**config.mk**
```make
export PLATFORM = sky130hd
export DESIGN_NAME = crc16_word_frame_deframer_unit
export DESIGN_NICKNAME = d
export VERILOG_FILES = /design/src/crcwd_pkg.sv /design/src/crcwd_crc_unit.sv /design/src/crcwd_parser.sv /design/src/crc16_word_frame_deframer_unit.sv
export SDC_FILE = /design/constraint.sdc
export NUM_CORES = 1
export LEC_CHECK = 0
export BUFFER_PORTS_ARGS = -buffer_cell sky130_fd_sc_hd__clkbuf_2
export CORE_MARGIN = 2
export CORE_UTILIZATION = 50
export DETAILED_ROUTE_END_ITERATION = 8
export GPL_TIMING_DRIVEN = 0
export PLACE_DENSITY = 0.65
export SLEW_MARGIN = 20
export SYNTH_ARGS = -nofsm -noshare
export SYNTH_HDL_FRONTEND = slang
export SYNTH_SLANG_ARGS = --single-unit
```
**constraint.sdc**
```tcl
create_clock -name clock -period 13.45 [get_ports clock]
set_input_delay 1.345 -clock clock [delete_from_list [all_inputs] [get_ports clock]]
set_output_delay 1.345 -clock clock [all_outputs]
set_load 0.05 [all_outputs]
```
**src/crcwd_pkg.sv**
```systemverilog
// crcwd_pkg: constants, parse phase encoding, result record and the crc-16 byte step
// shared by the deframer modules. No dependencies.

package crcwd_pkg;

   localparam logic [31:0] FRAME_MAGIC = 32'h5146_4D45;
   localparam logic [15:0] CRC_POLY    = 16'h1021;
   localparam logic [15:0] CRC_INIT    = 16'hFFFF;
   localparam logic [15:0] MAX_LEN_RST = 16'd8000;

   localparam int unsigned WORD_W  = 32;
   localparam int unsigned LEN_W   = 16;
   localparam int unsigned CNT_W   = 15;
   localparam int unsigned NBYTE_W = 3;
   localparam int unsigned RSP_DATA_W = 72;

   typedef enum logic [3:0] {
      PH_HUNT    = 4'b0001,
      PH_HEADER  = 4'b0010,
      PH_CRC     = 4'b0100,
      PH_PAYLOAD = 4'b1000
   } phase_type;

   typedef struct packed {
      logic             crc_good;
      logic             end_of_frame;
      logic [2:0]       valid_bytes;
      logic [31:0]      payload_word;
      logic [15:0]      frame_len;
      logic [7:0]       frame_seq;
      logic [7:0]       frame_type;
   } result_type;

   // one byte through crc-16/ccitt-false, msb first
   function automatic logic [15:0] crc_byte(input logic [15:0] crc, input logic [7:0] b);
      logic [15:0] c;
      c = crc ^ {b, 8'h00};
      for (int k = 0; k < 8; k++) begin
         if (c[15]) begin
            c = {c[14:0], 1'b0} ^ CRC_POLY;
         end else begin
            c = {c[14:0], 1'b0};
         end
      end
      return c;
   endfunction

endpackage

```
**src/crcwd_crc_unit.sv**
```systemverilog
// crcwd_crc_unit: crc-16/ccitt-false over 0..4 bytes of a word, lowest byte first.
// Depends on crcwd_pkg.

module crcwd_crc_unit (
   input  logic [15:0] crc_start,
   input  logic [31:0] data,
   input  logic [2:0]  count,
   output logic [15:0] crc_out
);
   import crcwd_pkg::*;

   logic [15:0] c1, c2, c3, c4;

   assign c1 = crc_byte(crc_start, data[7:0]);
   assign c2 = crc_byte(c1, data[15:8]);
   assign c3 = crc_byte(c2, data[23:16]);
   assign c4 = crc_byte(c3, data[31:24]);

   always_comb begin
      unique case (count)
         3'd1:    crc_out = c1;
         3'd2:    crc_out = c2;
         3'd3:    crc_out = c3;
         3'd4:    crc_out = c4;
         default: crc_out = crc_start;
      endcase
   end

endmodule

```
**src/crcwd_parser.sv**
```systemverilog
// crcwd_parser: frame parse state machine, header/payload crc and result forming.
// Depends on crcwd_pkg and crcwd_crc_unit.

module crcwd_parser (
   input  logic                   clock,
   input  logic                   reset,
   input  logic                   step,
   input  logic [31:0]            word,
   input  logic [15:0]            max_len,
   output logic                   res_valid,
   output crcwd_pkg::result_type  res
);
   import crcwd_pkg::*;

   phase_type          phase_ff, phase_in;
   logic [7:0]         type_ff, type_in;
   logic [7:0]         seq_ff, seq_in;
   logic [LEN_W-1:0]   len_ff, len_in;
   logic [15:0]        exp_ff, exp_in;
   logic [15:0]        crc_ff, crc_in;
   logic [CNT_W-1:0]   need_ff, need_in;
   logic [CNT_W-1:0]   seen_ff, seen_in;

   logic [15:0]        hdr_crc, pay_crc;
   logic [16:0]        len_plus3;
   logic [16:0]        base, remain;
   logic [2:0]         nvalid;
   logic [31:0]        byte_mask;
   logic [CNT_W-1:0]   seen_nx;
   logic               last;

   crcwd_crc_unit u_hdr_crc (
      .crc_start (CRC_INIT),
      .data      ({word[15:8], word[7:0], word[23:16], word[31:24]}),
      .count     (3'd4),
      .crc_out   (hdr_crc)
   );

   crcwd_crc_unit u_pay_crc (
      .crc_start (crc_ff),
      .data      (word),
      .count     (nvalid),
      .crc_out   (pay_crc)
   );

   assign len_plus3 = {1'b0, word[15:0]} + 17'd3;
   assign base      = {seen_ff, 2'b00};
   assign remain    = ({1'b0, len_ff} > base) ? ({1'b0, len_ff} - base) : 17'd0;
   assign nvalid    = (remain > 17'd4) ? 3'd4 : remain[2:0];
   assign seen_nx   = seen_ff + 1'b1;
   assign last      = seen_nx >= need_ff;

   always_comb begin
      case (nvalid)
         3'd1:    byte_mask = 32'h0000_00FF;
         3'd2:    byte_mask = 32'h0000_FFFF;
         3'd3:    byte_mask = 32'h00FF_FFFF;
         3'd4:    byte_mask = 32'hFFFF_FFFF;
         default: byte_mask = 32'h0000_0000;
      endcase
   end

   always_comb begin
      phase_in  = phase_ff;
      type_in   = type_ff;
      seq_in    = seq_ff;
      len_in    = len_ff;
      exp_in    = exp_ff;
      crc_in    = crc_ff;
      need_in   = need_ff;
      seen_in   = seen_ff;
      res_valid = 1'b0;
      res.frame_type   = type_ff;
      res.frame_seq    = seq_ff;
      res.frame_len    = len_ff;
      res.payload_word = 32'd0;
      res.valid_bytes  = 3'd0;
      res.end_of_frame = 1'b0;
      res.crc_good     = 1'b0;

      unique case (phase_ff)
         PH_HUNT: begin
            if (word == FRAME_MAGIC) begin
               phase_in = PH_HEADER;
            end
         end
         PH_HEADER: begin
            if (word[15:0] > max_len) begin
               phase_in = PH_HUNT;
               type_in  = 8'd0;
               seq_in   = 8'd0;
               len_in   = '0;
               exp_in   = 16'd0;
               crc_in   = CRC_INIT;
               need_in  = '0;
               seen_in  = '0;
            end else begin
               type_in  = word[31:24];
               seq_in   = word[23:16];
               len_in   = word[15:0];
               need_in  = len_plus3[16:2];
               seen_in  = '0;
               crc_in   = hdr_crc;
               phase_in = PH_CRC;
            end
         end
         PH_CRC: begin
            exp_in = word[15:0];
            if (need_ff == '0) begin
               res_valid        = 1'b1;
               res.end_of_frame = 1'b1;
               res.crc_good     = (crc_ff == word[15:0]);
               phase_in = PH_HUNT;
               type_in  = 8'd0;
               seq_in   = 8'd0;
               len_in   = '0;
               exp_in   = 16'd0;
               crc_in   = CRC_INIT;
               need_in  = '0;
               seen_in  = '0;
            end else begin
               phase_in = PH_PAYLOAD;
            end
         end
         PH_PAYLOAD: begin
            res_valid        = 1'b1;
            res.payload_word = word & byte_mask;
            res.valid_bytes  = nvalid;
            res.end_of_frame = last;
            res.crc_good     = last && (pay_crc == exp_ff);
            crc_in  = pay_crc;
            seen_in = seen_nx;
            if (last) begin
               phase_in = PH_HUNT;
               type_in  = 8'd0;
               seq_in   = 8'd0;
               len_in   = '0;
               exp_in   = 16'd0;
               crc_in   = CRC_INIT;
               need_in  = '0;
               seen_in  = '0;
            end
         end
         default: begin
            phase_in = PH_HUNT;
         end
      endcase
   end

   always_ff @(posedge clock) begin
      if (reset) begin
         phase_ff <= PH_HUNT;
         type_ff  <= 8'd0;
         seq_ff   <= 8'd0;
         len_ff   <= '0;
         exp_ff   <= 16'd0;
         crc_ff   <= CRC_INIT;
         need_ff  <= '0;
         seen_ff  <= '0;
      end else if (step) begin
         phase_ff <= phase_in;
         type_ff  <= type_in;
         seq_ff   <= seq_in;
         len_ff   <= len_in;
         exp_ff   <= exp_in;
         crc_ff   <= crc_in;
         need_ff  <= need_in;
         seen_ff  <= seen_in;
      end
   end

endmodule

```
**src/crc16_word_frame_deframer_unit.sv**
```systemverilog
// crc16_word_frame_deframer_unit: top level of the word stream frame deframer.
// Depends on crcwd_pkg and crcwd_parser.
//
//   port group   dir   width  contents
//   req_*        in    32     tdata: rx_word [31:0]
//   rsp_*        out   72     tdata: frame_type, frame_seq, frame_len, payload_word,
//                             valid_bytes; tlast: end_of_frame; tuser: crc_good
//   csr_*        in    16     max_payload_len, write only
//
// one word per cycle sustained while the result side is not stalled; a result reaches the
// ports through the input register, then parse and crc logic into the result register.
// reset is synchronous; it empties both registers, returns to magic hunt and loads
// max_payload_len with 8000. a stalled result holds the pipe; the input register
// still takes a word while it is empty.

module crc16_word_frame_deframer_unit (
   input  logic        clock,
   input  logic        reset,
   input  logic        req_tvalid,
   output logic        req_tready,
   input  logic [31:0] req_tdata,   // [31:0] rx_word
   output logic        rsp_tvalid,
   input  logic        rsp_tready,
   output logic [crcwd_pkg::RSP_DATA_W-1:0] rsp_tdata,
   // [7:0] frame_type, [15:8] frame_seq, [31:16] frame_len,
   // [63:32] payload_word, [66:64] valid_bytes, [71:67] zero
   output logic        rsp_tlast,   // end_of_frame
   output logic        rsp_tuser,   // [0] crc_good
   input  logic        csr_wr_en,
   input  logic [15:0] csr_wr_data
);
   import crcwd_pkg::*;

   logic             in_valid_ff;
   logic [31:0]      in_word_ff;
   logic [15:0]      max_len_ff;
   logic             rsp_valid_ff;
   result_type       rsp_ff;
   logic             adv;
   logic             step;
   logic             res_valid;
   result_type       res;

   assign adv        = !rsp_valid_ff || rsp_tready;
   assign step       = in_valid_ff && adv;
   assign req_tready = !in_valid_ff || adv;

   crcwd_parser u_parser (
      .clock     (clock),
      .reset     (reset),
      .step      (step),
      .word      (in_word_ff),
      .max_len   (max_len_ff),
      .res_valid (res_valid),
      .res       (res)
   );

   always_ff @(posedge clock) begin
      if (reset) begin
         max_len_ff <= MAX_LEN_RST;
      end else if (csr_wr_en) begin
         max_len_ff <= csr_wr_data;
      end
   end

   always_ff @(posedge clock) begin
      if (reset) begin
         in_valid_ff <= 1'b0;
      end else if (req_tready) begin
         in_valid_ff <= req_tvalid;
      end
   end

   always_ff @(posedge clock) begin
      if (req_tready) begin
         in_word_ff <= req_tdata;
      end
   end

   always_ff @(posedge clock) begin
      if (reset) begin
         rsp_valid_ff <= 1'b0;
      end else if (adv) begin
         rsp_valid_ff <= step && res_valid;
      end
   end

   always_ff @(posedge clock) begin
      if (step && res_valid) begin
         rsp_ff <= res;
      end
   end

   assign rsp_tvalid = rsp_valid_ff;
   assign rsp_tdata  = {5'd0, rsp_ff.valid_bytes, rsp_ff.payload_word, rsp_ff.frame_len,
                        rsp_ff.frame_seq, rsp_ff.frame_type};
   assign rsp_tlast  = rsp_ff.end_of_frame;
   assign rsp_tuser  = rsp_ff.crc_good;

endmodule

```
# Word level (Yosys, flattened, before mapping)
# Index checks and enable logic that the tools add are counted.
# op_classes
n_addsub	3
mul	0
div	0
n_lt_le_gt_ge	4
eq_ne	15
n_shift	0
muxes	100
bitwise_logic	73
n_reduce_logical	13
# ops
op	count
$mux W13	64
$not A3 Y3	64
$pmux W16 S3	3
$mux W16	8
$pmux W32 S4	1
$xor A16 B16 Y16	7
$pmux W15 S3	2
$pmux W16 S4	1
$mux W15	4
$pmux W8 S3	2
$and A32 B32 Y32	1
$eq A16 B16 Y1	2
$eq A32 B31 Y1 const B	1
$mux W8	4
$add A16 B2 Y17 const B	1
$gt A16 B17 Y1	1
$gt A17 B3 Y1 const B	1
$mux W17	1
$sub A16 B17 Y17	1
$gt A16 B16 Y1	1
$not A16 Y16	1
$pmux W4 S4	1
$add A15 B1 Y15 const B	1
$ge A15 B15 Y1	1
other kinds (21)	34
# word_totals
ff_bits	217
latchBits	0
mem_bits_rw	0
mem_bits_ro	0
in_bits	53
out_inout_bits	76
elab_cells	227
n_memories	0

# Longest topological paths before layout
# Gate-level depths: netlist of the first run.
# depth
word_depth	72
mapped_depth	20
ltp_nobuf	18

# Hierarchy
# Synthesis of the first run repeated with hierarchy kept, for this count alone.
# unflattened
cells_unflattened	1438
area_unflattened_um2	14707.9
# modules_own_cells
module	n_inst	cells_per_inst	area_per_inst_um2	seq_area_each_um2
crcwd_parser	1	789	6527.5	1961.9
crcwd_crc_unit	2	240	2210.9	0.0
crc16_word_frame_deframer_unit	1	169	3758.6	3393.3

# Worst setup path before layout of the first run
# No wires, ideal clock.
# synth_path
path_type	in2reg
startpoint	input port rsp_tready
endpoint	register rsp_ff, in the netlist rsp_tdata[0], enable pin
setup_ps	521
arrival_time_ps	4944
required_ps	12929
setup_slack_ps	7985
cell_stages	3
path_buffers	0
path_cell_list	nand2b_1 > nand2_1 > a21oi_1
# synth_between
elab_chain_len	3
# synth_lines
item	line_no	text
start, declared	crc16_word_frame_deframer_unit.sv:23	input logic rsp_tready,
$logic_or A1 B1 Y1	crc16_word_frame_deframer_unit.sv:44	assign adv = !rsp_valid_ff || rsp_tready;
$logic_and A1 B1 Y1	crc16_word_frame_deframer_unit.sv:45	assign step = in_valid_ff && adv;
$logic_and A1 B1 Y1	crc16_word_frame_deframer_unit.sv:89	if (step && res_valid) begin
end signal, assigned	crc16_word_frame_deframer_unit.sv:90	rsp_ff <= res;
end, declared	crc16_word_frame_deframer_unit.sv:38	result_type rsp_ff;
# Every way passes these cells.
# A chain may end at the register's enable or synchronous reset.

# Final worst setup path of the first run
# layout_path
startpoint	register u_parser.seen_ff[0]
endpoint	register u_parser.len_ff[14]
# layout_between
elab_chain_len	4
# layout_lines
item	line_no	text
start, declared	crcwd_parser.sv:22	logic [CNT_W-1:0] seen_ff, seen_in;
start signal, assigned	crcwd_parser.sv:168	seen_ff <= seen_in;
$add A15 B1 Y15	crcwd_parser.sv:50	assign seen_nx = seen_ff + 1'b1;
$ge A15 B15 Y1	crcwd_parser.sv:51	assign last = seen_nx >= need_ff;
$ne A2 B1 Y1 (no source line)	--	
$reduce_and A4 Y1 (no source line)	--	
end signal, assigned	crcwd_parser.sv:164	len_ff <= len_in;
end, declared	crcwd_parser.sv:18	logic [LEN_W-1:0] len_ff, len_in;
# Every way passes these cells.

==> run_results.csv, run 1 <==
group,metric,value,unit
outcome,outcome,"complete, no violations",
finish,area_growth,14.6,%
routing,ant_nets,0,
worst_hold_path,hold_path_depth,0,
logic_synthesis,syn_inst,1409,
clock_tree,cts_setup_buffers,0,
worst_hold_path,min_path_type,"reg2reg",
clock_tree,clk_latency,540,ps
setup_path,critPathCaptureType,"flip-flop",
clock_tree,clock-root-buffer,"clkbuf_16",
sta,max_freq,0.158,GHz
global_route,first_global_vias,11100,
clock_tree,clk_path_buf_depth,3,
setup_path,rrSetupSlack,7100,ps
sta,tightest_slew,1190,ps
sta,tns,0,ps
sta,finalCriticalPeriod,6350,ps
finish,instances_no_fill,1924,
routing,route.detailed.drc,0,
clock_tree,cts.hold.buffers_added,0,
routing,dr.pass1.iters,6,
placement,io_buffers,122,
worst_hold_path,min_to,"rsp_tdata[15]$_DFFE_PP_",
floorplanning,die_y,170,um
pwr,p_switching,706,uW
pwr,peakVddDrop,0.000101,V
setup_path,timing_worst_setup_path_type,"reg2reg",
logic_synthesis,synth_edf_count,101,
floorplanning,core_area,27000,um^2
finish,antenna_cells,0,
clock_tree,numCtsBuffers,24,
sta,max_slew_margin,0.205,
clock_tree,path_clk_slew,70,ps
logic_synthesis,async_flop_share,0,
logic_synthesis,synth-seq-cells,217,
logic_synthesis,synth-seq-area-share,0.389,
sta,setup-violations-final,0,
sta,drv_slew,0,
floorplanning,rows,60,
finish,layout_common_cells,"xnor2_1, clkbuf_2, dfxtp_1, edfxtp_1, a21oi_1",
clock_tree,cts_resized,0,
floorplanning,die_x,170,um
placement,gp_congestion,0.958,
setup_path,crit_slowest_cell,"nor2_1",
pwr,sequentialPowerShare,0.321,
routing,wire_per_inst,23.5,um
finish,fin_nets,1665,
finish,fillers,2400,
clock_tree,h-tree-depth,1,
worst_hold_path,min_from,"u_parser.seq_ff[7]$_SDFFE_PP0P_",
placement,dp_cells,1880,
pwr,powerDensity,139,nW/um^2
pwr,leakagePower,6.11,nW
setup_path,cp_max_fo,10,
logic_synthesis,ys.flop_type,"dfxtp_1",
global_route,antenna_found_initial,0,
pwr,p_int,1.48,mW
floorplanning,top_level_ports,129,
sta,period_share,0.472,
sta,rsz0062_at_grt,"no",
sta,fin_skew,20.8,ps
global_route,gr-usage-all-layers,0.315,
logic_synthesis,avgSynthCellArea,9.77,um^2
routing,routed_via_density,6.03,
floorplanning,start_util,0.509,
pwr,comb_power_share,0.359,
routing,first_iter_violations,1072,
setup_path,rr_worst_depth,19,
global_route,grt_start_max_net_pins,34,
sta,finalHoldViolations,0,
setup_path,worstPathRequired,13920,ps
routing,wl,45300,um
floorplanning,die_area,28900,um^2
setup_path,crit_path_max_incr_delay,830,ps
logic_synthesis,syn-cell-area,13800,um^2
pwr,switching_share,0.323,
placement,dpl.hpwl,34300,um
pwr,pwr-share-clk,0.320,
finish,final_common_cell,"xnor2_1",
clock_tree,cts_tree,"done",
logic_synthesis,synth_warnings,0,
setup_path,cp-start-kind,"flip-flop",
routing,num_vias,11600,
global_route,overflow,0,
setup_path,cp.arrival,6820,ps
logic_synthesis,synth_cell_type_count,81,
run,drv_cap,0,
setup_path,crit_chain,"ha_1 -> and3_1 -> and3_1 -> and3_1 -> clkbuf_1 -> nand3_1 -> xnor2_1 -> ha_1 -> a21oi_1 -> nor2b_1 -> o21ai_0 -> a21oi_1 -> a2111oi_1 -> and2_1 -> clkbuf_1 -> nor2_1 -> nor2_1 -> clkbuf_1 -> a22o_1",
setup_path,reg2reg_from,"u_parser.seen_ff[0]$_SDFFE_PP0P_",
setup_path,r2r_end,"u_parser.len_ff[14]$_SDFFE_PP0P_",
clock_tree,clock-sinks,217,
finish,drive_above_1_share,0.143,
global_route,grt_pass1_wl,67800,um
==> power by group through the flow <==
stage               registers (mW)  clock network [mW]  logic [mW]
floorplan                    0.713                   0       0.606
global placement             0.715                   0       0.773
detailed placement           0.716                   0       0.768
CTS                          0.701               0.708       0.775
global route                 0.702               0.737       0.832
finish                       0.701               0.699       0.785
==> metal layers <==
layer | part of all wire | track usage | wire [um] | vias up
met2 | 0.43 | 0.481 | 19600 | 551
met4 | 0.032 | 0.0988 | 1440 | 0
met5 | 0 | 0 | 0 | -
li1 | - | - | - | 5409
met1 | 0.45 | 0.450 | 20200 | 5566
met3 | 0.090 | 0.0626 | 4080 | 80
==> synth_stat cells, drive strengths merged (27+ instances only) <==
cell type / number / area share
xor2: 60 / 0.043
nand2: 88 / 0.024
and2: 27 / 0.012
clkbuf: 80 / 0.022
a21oi: 92 / 0.033
nor3: 29 / 0.011
a22o: 33 / 0.021
ha: 46 / 0.042
xnor2: 149 / 0.10
nand3: 53 / 0.019
edfxtp: 101 / 0.22
nor2: 70 / 0.019
o21ai: 54 / 0.020
dfxtp: 116 / 0.17
inv: 64 / 0.017
==> area by class of cell <==
type	count	area [um^2]	share of cell area
multi-input cells	1027	7770	0.493
plain buffers	104	439	0.0278
repair buffers	126	701	0.0444
clock buffers	29	661	0.0419
clock inverters	15	176	0.0112
inverters	65	244	0.0155
flip-flops and latches	217	5360	0.339
well taps	341	427	0.0270
==> flip-flops by register name, summed over array words and instances, names as in the netlist <==
signal and count:
rsp_tlast 1, in_valid_ff 1, rsp_tvalid 1, u_parser.crc_ff 16
u_parser.type_ff 8, in_word_ff 32, max_len_ff 16, u_parser.seen_ff 15
u_parser.seq_ff 8, u_parser.need_ff 15, u_parser.exp_ff 16, u_parser.len_ff 16
u_parser.phase_ff 4, rsp_tdata 67, rsp_tuser 1
==> cells by family after synthesis <==
kind of cell / count (synthesis) / share of synthesized area
AOI/OAI and AO/OA: 344 / 0.171
adders and majority gates: 47 / 0.0433
xor gates and xnor gates: 238 / 0.196
DFF: 217 / 0.389
and+or+nand+nor: 377 / 0.138
muxes: 16 / 0.0118
other: 1 / 0.000272
buffers and inverters: 169 / 0.0494
==> how the worst max path moves through the flow <==
stage | endpoint | cells past startpoint | from
floorplan | rsp_tdata[0]$_DFFE_PP_ | 3 | rsp_tready
global placement | rsp_tdata[55]$_SDFFCE_PN0P_ | 4 | rsp_tready
detailed placement | u_parser.len_ff[11]$_SDFFE_PP0P_ | 19 | u_parser.seen_ff[0]$_SDFFE_PP0P_
CTS | u_parser.seq_ff[7]$_SDFFE_PP0P_ | 19 | u_parser.seen_ff[0]$_SDFFE_PP0P_
global route | u_parser.len_ff[11]$_SDFFE_PP0P_ | 19 | u_parser.seen_ff[0]$_SDFFE_PP0P_
finish | u_parser.len_ff[14]$_SDFFE_PP0P_ | 19 | u_parser.seen_ff[0]$_SDFFE_PP0P_
==> per-stage QoR <==
step / area [um^2] / hold WS [ps] / util / total power [mW] / worst slack [ps]
6_report: 15800 / 431 / 0.584 / 2.19 / 7100
5_1_grt: 15800 / 448 / 0.584 / 2.27 / 6730
4_1_cts: 15800 / 437 / 0.584 / 2.18 / 6980
3_5_place_dp: 14900 / 419 / 0.553 / 1.48 / 7000
3_3_place_gp: 14800 / 417 / 0.548 / 1.49 / 5760
2_1_floorplan: 13800 / 409 / - / 1.32 / 7980
==> critical path, delay by kind of cell, from the launching register on <==
family | cells | cell delay [ps]
buffers and inverters | 3 | 1370
AND/OR/NAND/NOR | 8 | 2180
AO/OA/AOI/OAI | 5 | 1400
XOR/XNOR | 1 | 260
flip-flops | 1 | 490
adder cells (fa/ha/maj) | 2 | 570
No activity file was read; power rests on OpenSTA's default activity.
==> run 2, diff against run 1 <==
--- a/config.mk
+++ b/config.mk
@@ -10,7 +10,7 @@
 export CORE_UTILIZATION = 50
 export DETAILED_ROUTE_END_ITERATION = 8
 export GPL_TIMING_DRIVEN = 0
-export PLACE_DENSITY = 0.65
+export PLACE_DENSITY = 0.68
 export SLEW_MARGIN = 20
 export SYNTH_ARGS = -nofsm -noshare
 export SYNTH_HDL_FRONTEND = slang
==> constraint.sdc (replaced) <==
create_clock -name clock -period 5.37 [get_ports clock]
set_input_delay 0.537 -clock clock [delete_from_list [all_inputs] [get_ports clock]]
set_output_delay 0.537 -clock clock [all_outputs]
set_load 0.05 [all_outputs]
==> run_results.csv, run 2 (synthesis results as in run 1) <==
group,metric,value,unit
routing,ant_nets,0,
placement,dpl_cell_area,14900,um^2
clock_tree,h-tree-depth,1,
sta,tightest_slew,1190,ps
pwr,powerDensity,347,nW/um^2
placement,dp_cells,1880,
setup_path,timing_worst_setup_path_type,"reg2reg",
sta,period_share,0.959,
clock_tree,clk_latency,550,ps
setup_path,cp_max_fo,10,
finish,area_growth,15.1,%
clock_tree,clock-sinks,217,
run,drv_cap,0,
setup_path,crit_slowest_cell,"a2111oi_1",
finish,instances_no_fill,1925,
pwr,leakagePower,5.93,nW
outcome,outcome,"complete, no violations",
routing,first_iter_violations,1226,
placement,gp_congestion,0.961,
sta,finalCriticalPeriod,5150,ps
floorplanning,die_x,170,um
routing,route.detailed.drc,0,
finish,final_cell_area,15800,um^2
setup_path,crit_chain,"inv_1 -> ha_1 -> clkbuf_1 -> and3_1 -> a221oi_1 -> nand2_1 -> a211o_1 -> a2111oi_1 -> or4b_1 -> buf_2 -> nand2_1 -> buf_2 -> o21ai_1 -> a21oi_1 -> xor2_1 -> nand4_1 -> o31ai_2",
routing,routed_via_density,6.04,
setup_path,cp.arrival,5480,ps
routing,dr.pass1.iters,6,
finish,fin_nets,1665,
floorplanning,top_level_ports,129,
sta,max_slew_margin,0.204,
finish,final_common_cell,"xnor2_1",
worst_hold_path,min_path_type,"in2reg",
clock_tree,cts.hold.buffers_added,0,
placement,dpl.hpwl,33700,um
clock_tree,clk_path_buf_depth,3,
floorplanning,die_y,170,um
routing,wire_per_inst,23.2,um
clock_tree,path_clk_slew,60,ps
floorplanning,die_area,28900,um^2
sta,finalHoldViolations,0,
global_route,gr-usage-all-layers,0.311,
finish,fin_util,0.586,
global_route,antenna_found_initial,1,
finish,antenna_cells,0,
placement,place_ws,-962,ps
setup_path,cp-start-kind,"flip-flop",
finish,layout_common_cells,"xnor2_1, clkbuf_2, dfxtp_1, edfxtp_1, a21oi_1",
pwr,peakVddDrop,0.000252,V
global_route,grt_start_max_net_pins,34,
routing,num_vias,11600,
global_route,grt_pass1_wl,67400,um
routing,wl,44600,um
finish,drive_above_1_share,0.147,
clock_tree,clock-root-buffer,"clkbuf_16",
sta,holdWs,160,ps
setup_path,crit_path_max_incr_delay,630,ps
global_route,first_global_vias,11200,
pwr,p_total,5.50,mW
sta,rsz0062_at_grt,"no",
clock_tree,cts_tree,"done",
sta,setup-violations-final,0,
sta,finalWorstSetupSlack,222,ps
setup_path,worstPathRequired,5700,ps
floorplanning,rows,60,
clock_tree,numCtsBuffers,25,
finish,largest_reg_flops,67,
sta,tns,0,ps
global_route,overflow,0,
floorplanning,start_util,0.509,
placement,io_buffers,122,
setup_path,critPathCaptureType,"flip-flop",
sta,max_freq,0.194,GHz
sta,drv_slew,0,
sta,fin_skew,10.9,ps
floorplanning,core_area,27000,um^2
[run 2: area by class of cell]
cell class | instances | area (um^2)
Buffer | 103 | 439
Clock buffer | 32 | 652
Clock inverter | 14 | 221
Fill cell | 2410 | 11200
Inverter | 65 | 244
Multi-Input combinational cell | 1027 | 7810
Sequential cell | 217 | 5360
Tap cell | 341 | 427
Timing Repair Buffer | 126 | 701
[run 2: path summary, 6_finish.rpt]
check	depth (start not counted)	to	slack, ps	from
worst max-delay path	17	rsp_tuser$_DFFE_PP_	220	u_parser.seen_ff[6]$_SDFFE_PP0P_
worst min-delay path	1	in_word_ff[6]$_DFFE_PP_	160	req_tdata[6]
worst max register to register	17	rsp_tuser$_DFFE_PP_	220	u_parser.seen_ff[6]$_SDFFE_PP0P_
worst min register to register	0	rsp_tdata[15]$_DFFE_PP_	430	u_parser.seq_ff[7]$_SDFFE_PP0P_
[run 2: timing repair]
action                                  CTS  global route
endpoints found under the hold margin     0             0
gates resized for setup                   5            11
endpoints found under the setup margin   52            44
setup buffers                             0             0
[run 2: report_power, final]
| group | total [mW] | leakage, nW | switching, mW | internal [mW] |
|---|---|---|---|---|
| Clock | 1.82 | 0.424 | 0.709 | 1.11 |
| Combinational | 1.92 | 3.75 | 1.02 | 0.902 |
| Sequential | 1.76 | 1.75 | 0.0166 | 1.74 |
[run 2: critical path, delay by kind of cell (launching register included)]
family | cells | cell delay, ps
buf+inv | 4 | 810
flops | 1 | 370
fa+ha+maj | 1 | 300
xor+xnor | 1 | 200
simple gates | 5 | 1130
compound gates | 6 | 2120
[run 2: metal layers]
metal	GRT usage	share of wire	up-vias
met2	0.479	0.43	535
li1	-	-	5406
met5	0	0	-
met3	0.0491	0.089	91
met4	0.109	0.038	0
met1	0.447	0.44	5590
==> run 3, diff against run 2 <==
--- a/config.mk
+++ b/config.mk
@@ -10,7 +10,7 @@
 export CORE_UTILIZATION = 50
 export DETAILED_ROUTE_END_ITERATION = 8
 export GPL_TIMING_DRIVEN = 0
-export PLACE_DENSITY = 0.68
+export PLACE_DENSITY = 0.65
 export SLEW_MARGIN = 20
 export SYNTH_ARGS = -nofsm -noshare
 export SYNTH_HDL_FRONTEND = slang
==> constraint.sdc (replaced) <==
create_clock -name clock -period 5.15 [get_ports clock]
set_input_delay 0.515 -clock clock [delete_from_list [all_inputs] [get_ports clock]]
set_output_delay 0.515 -clock clock [all_outputs]
set_load 0.05 [all_outputs]
==> run_results.csv, run 3 (synthesis results as in run 1) <==
group,metric,value,unit
global_route,overflow,0,
worst_hold_path,hold_path_depth,1,
routing,route.detailed.drc,0,
pwr,peakVddDrop,0.000288,V
routing,ant_nets,0,
finish,final_common_cell,"xnor2_1",
sta,finalHoldViolations,0,
routing,num_vias,11500,
finish,fin_nets,1664,
run,drv_cap,0,
sta,fin_skew,19.0,ps
sta,rsz0062_at_grt,"no",
setup_path,cp-start-kind,"flip-flop",
sta,tightest_slew,1150,ps
setup_path,crit_path_start,"in_word_ff[13]$_DFFE_PP_",
setup_path,rr_worst_depth,13,
sta,drv_slew,0,
finish,seq_area,5360,um^2
floorplanning,die_y,170,um
floorplanning,die_x,170,um
worst_hold_path,min_from,"req_tdata[0]",
clock_tree,clock-root-buffer,"clkbuf_16",
floorplanning,start_util,0.509,
routing,first_iter_violations,1203,
global_route,grt_start_max_net_pins,34,
floorplanning,top_level_ports,129,
finish,multiInputGateArea,7850,um^2
pwr,leakagePower,5.90,nW
clock_tree,cts.hold.buffers_added,0,
routing,dr.pass1.iters,5,
global_route,first_global_vias,11000,
sta,holdWs,132,ps
sta,finalWorstSetupSlack,187,ps
setup_path,cp.arrival,5250,ps
sta,max_freq,0.201,GHz
setup_path,cp_max_fo,10,
finish,layout_common_cells,"xnor2_1, clkbuf_2, dfxtp_1, edfxtp_1, a21oi_1",
sta,tns,0,ps
clock_tree,numCtsBuffers,24,
clock_tree,clk_path_buf_depth,3,
finish,largest_reg_flops,67,
setup_path,reg2reg_from,"in_word_ff[13]$_DFFE_PP_",
placement,gp_congestion,0.959,
global_route,antenna_found_initial,0,
clock_tree,h-tree-depth,1,
placement,io_buffers,122,
placement,place_ws,-1180,ps
floorplanning,rows,60,
routing,wire_per_inst,23.4,um
setup_path,timing_worst_setup_path_type,"reg2reg",
outcome,outcome,"complete, no violations",
routing,routed_via_density,6.00,
setup_path,r2r_end,"rsp_tuser$_DFFE_PP_",
floorplanning,die_area,28900,um^2
finish,fillers,2434,
setup_path,rrSetupSlack,190,ps
pwr,powerDensity,352,nW/um^2
finish,area_growth,14.9,%
placement,dpl.hpwl,34200,um
setup_path,cp-endpoint,"rsp_tuser$_DFFE_PP_",
finish,drive_above_1_share,0.156,
sta,period_share,0.964,
clock_tree,clk_latency,560,ps
global_route,gr-usage-all-layers,0.316,
sta,max_slew_margin,0.234,
sta,setup-violations-final,0,
setup_path,worstPathRequired,5440,ps
clock_tree,path_clk_slew,60,ps
routing,wl,45100,um
global_route,grt_pass1_wl,67800,um
clock_tree,clock-sinks,217,
finish,fin_util,0.585,
floorplanning,core_area,27000,um^2
worst_hold_path,min_path_type,"in2reg",
setup_path,critPathCaptureType,"flip-flop",
sta,finalCriticalPeriod,4960,ps
clock_tree,cts_tree,"done",
-- run 3: worst min path at each step --
stage	end	slack, ps
after floorplan	rsp_tdata[0]$_DFFE_PP_	410
after global placement	rsp_tdata[0]$_DFFE_PP_	420
after detailed placement	rsp_tdata[0]$_DFFE_PP_	410
after CTS	in_word_ff[7]$_DFFE_PP_	120
after global routing	in_word_ff[27]$_DFFE_PP_	120
final	in_word_ff[0]$_DFFE_PP_	130
-- run 3: where the power goes --
part	internal, mW	total, mW	switching, mW	leakage, nW
sequential	1.81	1.83	0.0178	1.75
combinational	0.942	2.04	1.10	3.77
clock	0.958	1.70	0.741	0.380
-- run 3: worst max-delay path: stages (launching register included) --
cell	delay (ps)
edfxtp_1	350
clkbuf_1	750
xnor2_1	210
xnor3_2	380
xnor3_1	550
xnor3_2	580
xnor2_4	190
xnor2_1	440
xnor3_1	340
mux2i_1	140
nor4_1	440
a211oi_1	110
nand4_1	130
o31ai_2	80
-- run 3: repair_timing --
item	CTS	global route
pin swaps	0	0
buffers inserted	0	0
setup endpoints to repair	69	61
resized for setup	8	22
-- run 3: layout make-up --
class | count | area share
inverter | 65 | 0.0157
clock buffer | 30 | 0.0413
tap | 341 | 0.0270
sequential | 217 | 0.339
multi-input combinational | 1027 | 0.496
clock inverter | 14 | 0.00823
timing repair buffer | 127 | 0.0452
antenna | 1 | 0.000158
buffer | 102 | 0.0278
-- run 3: metal layers --
metal,track usage,routed length [um],share of wire
met5,0,0,0
met4,0.101,1650,0.037
met3,0.0530,4230,0.094
met2,0.489,19700,0.44
met1,0.451,19500,0.43
-- run 3: per-stage QoR --
step / power, mW / instance area, um^2 / cells
floorplan: 3.44 / 13800 / 1413
global placement: 3.88 / 14800 / 1876
detailed placement: 3.87 / 14900 / 1880
CTS: 5.56 / 15700 / 1923
global route: 5.78 / 15800 / 1923
finish: 5.57 / 15800 / 1924
